[src/hdl/swsp_pkg.sv]
// Shared types, constants and the arctangent table of the swerve wheel setpoint block.
package swsp_pkg;

	localparam int ANG_W = 30;
	localparam int ENC_W = 13;
	localparam int SPEED_W = 16;
	localparam int GAIN_W = 16;
	localparam int SCALE_W = 12;
	localparam int CMD_W = 12;
	localparam int WHEELS = 4;
	localparam int TAB_LEN = 24;
	localparam int TAB_IDX_W = 5;
	localparam int TAB_W = 27;
	localparam logic [15:0] INV_GAIN_Q16 = 16'd39797;
	localparam logic signed [ANG_W-1:0] HALF_TURN_Q16 = 30'sd268369920;
	localparam logic [ENC_W-1:0] QUARTER_POS = 13'd2048;
	localparam logic [ENC_W-1:0] QUARTER_NEG = 13'h1800;
	localparam logic signed [SPEED_W:0] SPEED_MAX = 17'sd32767;
	localparam logic signed [ENC_W:0] ENABLE_LIMIT = 14'sd200;

	localparam int CFG_IDX_W = 3;
	localparam logic [CFG_IDX_W-1:0] CFG_ROTATION_GAIN = 3'd0;
	localparam logic [CFG_IDX_W-1:0] CFG_SPEED_SCALE = 3'd1;
	localparam logic [CFG_IDX_W-1:0] CFG_OFFSET_WHEEL0 = 3'd2;
	localparam logic [CFG_IDX_W-1:0] CFG_OFFSET_WHEEL1 = 3'd3;
	localparam logic [CFG_IDX_W-1:0] CFG_OFFSET_WHEEL2 = 3'd4;
	localparam logic [CFG_IDX_W-1:0] CFG_OFFSET_WHEEL3 = 3'd5;

	typedef enum logic [2:0] {
		L_IDLE, L_ROT, L_MAG, L_SCALE, L_FIN, L_DONE
	} lane_state_t;

	typedef enum logic [2:0] {
		T_IDLE, T_PREP1, T_PREP2, T_PREP3, T_START, T_RUN
	} top_state_t;

	typedef struct packed {
		logic start;
		logic idle_cmd;
		logic ally0;
	} lane_ctrl_t;

	function automatic logic [TAB_W-1:0] atan_at(input logic [TAB_IDX_W-1:0] i);
		logic [TAB_W-1:0] v;
		case (i)
			5'd0: v = 27'd67092480;
			5'd1: v = 27'd39607004;
			5'd2: v = 27'd20927253;
			5'd3: v = 27'd10622000;
			5'd4: v = 27'd5332114;
			5'd5: v = 27'd2668656;
			5'd6: v = 27'd1334654;
			5'd7: v = 27'd667368;
			5'd8: v = 27'd333689;
			5'd9: v = 27'd166845;
			5'd10: v = 27'd83423;
			5'd11: v = 27'd41711;
			5'd12: v = 27'd20856;
			5'd13: v = 27'd10428;
			5'd14: v = 27'd5214;
			5'd15: v = 27'd2607;
			5'd16: v = 27'd1303;
			5'd17: v = 27'd652;
			5'd18: v = 27'd326;
			5'd19: v = 27'd163;
			5'd20: v = 27'd81;
			5'd21: v = 27'd41;
			5'd22: v = 27'd20;
			5'd23: v = 27'd10;
			default: v = '0;
		endcase
		return v;
	endfunction

endpackage

[src/hdl/swsp_lane.sv]
// One wheel lane: iterative CORDIC, serial magnitude scaling and steering error fold.
module swsp_lane import swsp_pkg::*; #(
	parameter int CORDIC_STEPS = 16,
	parameter int FRAC_BITS = 8
) (
	input  logic clk,
	input  logic arst_n,
	input  lane_ctrl_t ctrl,
	input  logic signed [FRAC_BITS+14:0] ys,
	input  logic signed [FRAC_BITS+14:0] xs,
	input  logic [ENC_W-1:0] offset,
	input  logic [ENC_W-1:0] meas,
	input  logic [ENC_W-1:0] prev,
	input  logic [SCALE_W-1:0] speed_scale,
	output logic done,
	output logic signed [ENC_W-1:0] steer_err,
	output logic signed [SPEED_W-1:0] drive_speed,
	output logic enable
);

	localparam int VW = FRAC_BITS + 15;
	localparam int CW = VW + 18;
	localparam int PW = CW + 16;
	localparam int MW = CW - 16;
	localparam int SPW = MW + SCALE_W;
	localparam int SW = $clog2(CORDIC_STEPS);

	lane_state_t st_q, st_d;
	logic signed [CW-1:0] a_q, b_q, a0, b0, a_nxt;
	logic signed [ANG_W-1:0] z_q;
	logic [SW-1:0] step_q;
	logic [3:0] k_q;
	logic [PW-1:0] sh_q, acc_q, acc_rnd;
	logic [SPW-1:0] prod_q;
	logic [SPW-1:0] sp_rnd;
	logic [MW-1:0] mag;
	logic [ANG_W-1:0] zabs, zsum;
	logic [ENC_W-1:0] cnt, target, diff;
	logic signed [ENC_W:0] e;
	logic signed [SPEED_W:0] spd;
	logic rev;

	always_comb begin
		st_d = st_q;
		case (st_q)
			L_IDLE, L_DONE: if (ctrl.start) st_d = L_ROT;
			L_ROT: if (step_q == SW'(CORDIC_STEPS - 1)) st_d = L_MAG;
			L_MAG: if (k_q == 4'd15) st_d = L_SCALE;
			L_SCALE: st_d = L_FIN;
			L_FIN: st_d = L_DONE;
			default: st_d = L_IDLE;
		endcase
	end

	always_comb begin
		done = (st_q == L_DONE);
	end

	always_ff @(posedge clk or negedge arst_n) begin
		if (!arst_n) begin
			st_q <= L_IDLE;
		end else begin
			st_q <= st_d;
		end
	end

	assign a0 = {{(CW-VW-16){ys[VW-1]}}, ys, 16'b0};
	assign b0 = {{(CW-VW-16){xs[VW-1]}}, xs, 16'b0};
	assign a_nxt = (b_q >= 0) ? a_q + (b_q >>> step_q) : a_q - (b_q >>> step_q);
	assign acc_rnd = acc_q + (PW'(1) << 31);
	assign mag = acc_rnd[PW-1:32];

	always_ff @(posedge clk) begin
		case (st_q)
			L_IDLE, L_DONE: begin
				if (ctrl.start) begin
					step_q <= '0;
					if (ys < 0) begin
						a_q <= -a0;
						b_q <= -b0;
						z_q <= (xs >= 0) ? HALF_TURN_Q16 : -HALF_TURN_Q16;
					end else begin
						a_q <= a0;
						b_q <= b0;
						z_q <= '0;
					end
				end
			end
			L_ROT: begin
				step_q <= step_q + SW'(1);
				a_q <= a_nxt;
				if (b_q >= 0) begin
					b_q <= b_q - (a_q >>> step_q);
					z_q <= z_q + $signed({3'b0, atan_at(TAB_IDX_W'(step_q))});
				end else begin
					b_q <= b_q + (a_q >>> step_q);
					z_q <= z_q - $signed({3'b0, atan_at(TAB_IDX_W'(step_q))});
				end
				k_q <= '0;
				acc_q <= '0;
				sh_q <= (a_nxt < 0) ? '0 : PW'(unsigned'(a_nxt));
			end
			L_MAG: begin
				k_q <= k_q + 4'd1;
				sh_q <= sh_q << 1;
				if (INV_GAIN_Q16[k_q]) acc_q <= acc_q + sh_q;
			end
			L_SCALE: prod_q <= SPW'(mag) * SPW'(speed_scale);
			L_FIN: begin
				steer_err <= e[ENC_W-1:0];
				drive_speed <= rev ? -spd[SPEED_W-1:0] : spd[SPEED_W-1:0];
				enable <= (e < ENABLE_LIMIT);
			end
			default: ;
		endcase
	end

	always_comb begin
		zabs = (z_q < 0) ? unsigned'(-z_q) : unsigned'(z_q);
		zsum = zabs + ANG_W'(32768);
		cnt = (z_q < 0) ? -zsum[16+ENC_W-1:16] : zsum[16+ENC_W-1:16];
		if (ys == 0) begin
			if (xs == 0) cnt = ctrl.ally0 ? '0 : QUARTER_NEG;
			else cnt = (xs > 0) ? QUARTER_POS : QUARTER_NEG;
		end
		target = ctrl.idle_cmd ? prev : offset + cnt;
		diff = target - meas;
		e = $signed({1'b0, diff});
		if (diff > 13'd4096) e = e - 14'sd8192;
		rev = 1'b0;
		if (e < -14'sd2048) begin
			e = e + 14'sd4096;
			rev = 1'b1;
		end else if (e > 14'sd2048) begin
			e = e - 14'sd4096;
			rev = 1'b1;
		end
		sp_rnd = (prod_q + (SPW'(1) << (FRAC_BITS - 1))) >> FRAC_BITS;
		if (ctrl.idle_cmd) spd = '0;
		else if (sp_rnd > SPW'(32767)) spd = SPEED_MAX;
		else spd = $signed({1'b0, sp_rnd[SPEED_W-1:0]});
	end

endmodule
[config.mk]
export PLATFORM = sky130hd
export DESIGN_NAME = swsp_lane
export DESIGN_NICKNAME = d
export VERILOG_FILES = /design/src/hdl/swsp_pkg.sv /design/src/hdl/swsp_lane.sv
export SDC_FILE = /design/constraint.sdc
export NUM_CORES = 2
export LEC_CHECK = 0
export BUFFER_PORTS_ARGS = -buffer_cell sky130_fd_sc_hd__buf_2
export CORE_ASPECT_RATIO = 1.4
export CORE_UTILIZATION = 65
export DETAILED_ROUTE_END_ITERATION = 6
export GPL_TIMING_DRIVEN = 0
export PLACE_DENSITY = 0.79
export SLEW_MARGIN = 25
export SYNTH_ARGS = -nofsm -noshare
export SYNTH_HDL_FRONTEND = slang
export SYNTH_SLANG_ARGS = --single-unit
[constraint.sdc]
create_clock -name clk -period 20.9 [get_ports clk]
set_input_delay 3.135 -clock clk [delete_from_list [all_inputs] [get_ports clk]]
set_output_delay 3.135 -clock clk [all_outputs]
set_load 0.01 [all_outputs]
==> run_results.csv <==
group,metric,value,unit
status,status,"completed",
clock_tree,cts_resized,0,
yosys,yosys_warnings,0,
sta,hold_viol,0,
sta,rsz0062_at_grt,"no",
clock_tree,htreeDepth,2,
routing,wire_per_inst,22.0,um
critical_path,cp_slowest_cell,"mux2i_1",
yosys,yosysUniqueCellTypes,92,
yosys,synth_ff_type,"edfxtp_1",
final_layout,layout_commonest_cell,"nand2_1",
global_routing,grt_max_degree,66,
critical_path,max_stage_delay,630,ps
global_routing,gr-total-overflow,0,
routing,ant_nets,0,
routing,routed_wl,118000,um
final_layout,multi_input_area,27600,um^2
critical_path,required,21230,ps
yosys,synthesis.nets,4987,
routing,drt_iter0_drc,2584,
yosys,syn_inst,4368,
final_layout,syn_to_final_growth,7.78,%
yosys,synth_area_per_cell,8.95,um^2
clock_tree,cts-root-buf,"clkbuf_16",
final_layout,final_cell_mix,"nand2_1 (581), inv_1 (337), nor2_1 (312)",
global_routing,grt_pass1_wl,182000,um
floorplanning,rows,106,
floorplanning,io_pins,133,
yosys,ys_seq_area_share,24.2,%
yosys,synthArstFlopShare,0.926,%
global_routing,antenna_found_initial,12,
sta,min_period,11730,ps
sta,finalSetupViolations,0,
critical_path,end_kind,"register",
sta,fmax,85.2,MHz
floorplanning,core,59500,um^2
global_routing,grt_usage,38.7,%
clock_tree,cts_tree,"done",
job,cap_violations,0,
critical_path,cp_common_cell,"a21oi_1",
final_layout,nNetsFinal,5163,
critical_path,cp_max_fo,10,
sta,finalMaxSlewViolations,0,
routing,drtPass1Iterations,7,
final_layout,drive_above_1_share,8.42,%
critical_path,crit_family,"simple AND/OR/NAND/NOR gates",
sta,period_share,56.1,%
floorplanning,die_x,209,um
sta,fin_skew,30.9,ps
sta,tns,0,ps
placed_design,place.port_buffers,129,
clock_tree,cts_sinks,324,
floorplanning,start_util,65.7,%
yosys,netlist_area,39100,um^2
critical_path,path_class,"input port to register",
placed_design,dp.final_hpwl,93500,um
clock_tree,clk_pin_slew,60,ps
critical_path,worst_setup_path_start_kind,"input port",
final_layout,fill_cells,4741,
worst_hold_path,hold_path_class,"register to register",
yosys,synth_edf_count,294,
clock_tree,clk_latency,600,ps
yosys,synth_seq_cells,324,
floorplanning,fp.dieH,292,um
clock_tree,cts_buffers,37,
critical_path,path_buf_inv,3,
sta,slew_headroom,24.5,%
global_routing,grt_pass1_vias,33800,
routing,viasPerCell,6.35,
clock_tree,clock_path_buffers,3,
placed_design,place.gp.congestion,1.06,
clock_tree,cts_hold_buf,0,
final_layout,regArea,9440,um^2
sta,worstMarginPinSlew,1130,ps
critical_path,worstPathArrival,12060,ps
routing,vias,33900,
routing,drc,0,
floorplanning,dieArea,61200,um^2
clock_tree,cts_setup_buffers,0,
## per-layer routing
layer	vias up	GRT usage [%]	share of wire [%]
met3	577	7.50	7.0
li1	15600	-	-
met1	16200	41.1	35
met2	1517	65.9	48
met4	0	33.6	10
met5	-	0	0
## through the flow
stage	utilization [%]	setup WS, ps	std cells	area [um^2]	hold slack (ps)
global route	70.8	8510	5339	42100	587
floorplan	-	10260	4368	39100	504
global placement	68.3	8410	5253	40700	555
detailed placement	68.6	8380	5261	40900	556
CTS	70.7	8950	5329	42100	570
finish	70.8	9170	5340	42100	571
## cell type report
cell class                      count  share of cell area [%]
Antenna cell                       11                  0.0653
Buffer                            190                    2.02
Clock buffer                       45                    2.35
Clock inverter                     23                   0.647
Inverter                          340                    3.05
Multi-Input combinational cell   3514                    65.4
Sequential cell                   324                    22.4
Tap cell                          756                    2.24
Timing Repair Buffer              137                    1.85
## registers in the layout (all words and copies together) (netlist names), named ones only
register,cells
enable,1
b_q,41
steer_err,13
sh_q,57
acc_q,57
a_q,41
k_q,4
step_q,4
st_q,3
drive_speed,16
z_q,30
prod_q,30
## cell usage after synthesis (25+ instances only)
master / n / area [um^2]
ha_1: 282 / 3530
nand3_1: 76 / 380
or3_1: 32 / 200
xor2_1: 137 / 1200
mux2i_1: 71 / 711
mux2_2: 29 / 327
o21ai_0: 221 / 1110
o21ai_1: 29 / 145
mux4_2: 75 / 1690
edfxtp_1: 294 / 8830
xnor2_1: 273 / 2390
nor3_1: 62 / 310
o31ai_1: 61 / 458
nand4_1: 31 / 194
inv_1: 339 / 1270
nor2_1: 313 / 1170
fa_1: 235 / 4700
nor2b_1: 45 / 282
a31oi_1: 26 / 163
a21oi_1: 242 / 1210
a21o_1: 118 / 886
nand2b_1: 56 / 350
o21bai_1: 39 / 293
and2_1: 143 / 895
dfxtp_1: 27 / 541
and3_1: 36 / 225
clkbuf_1: 140 / 526
o21a_1: 25 / 188
nand2_1: 582 / 2180
## kinds of logic after synthesis
group	after synthesis	share of synthesized area, %
AOI/OAI and AO/OA	920	14.9
adders and majority gates	517	21.1
and+or+nand+nor	1477	17.8
DFF	324	24.2
buffers and inverters	530	5.44
xor gates and xnor gates	410	9.18
muxes	190	7.41
## worst reg2reg max path: cells and delay by family, from the launching register on
family	cells	cell delay, ps
xor+xnor	5	1000
simple gates	5	970
flops	1	390
fa+ha+maj	4	1260
compound gates	16	2960
buf+inv	5	2000
mux	2	810
## path summary, 6_finish.rpt
kind,cells after the start,end,slack [ps],start
min in group asynchronous,1,st_q[1],2370,arst_n
max in group asynchronous,1,st_q[2],18370,arst_n
worst max-delay path,35,drive_speed[13],9170,ys[1]
worst min-delay path,2,sh_q[14],570,sh_q[13]
worst min register to register,2,sh_q[14],570,sh_q[13]
worst max register to register,37,drive_speed[13],11250,z_q[29]
Power is left out: the tool's default activity adds up to more than one toggle a clock period on the data nets, which glitch-free logic cannot reach.
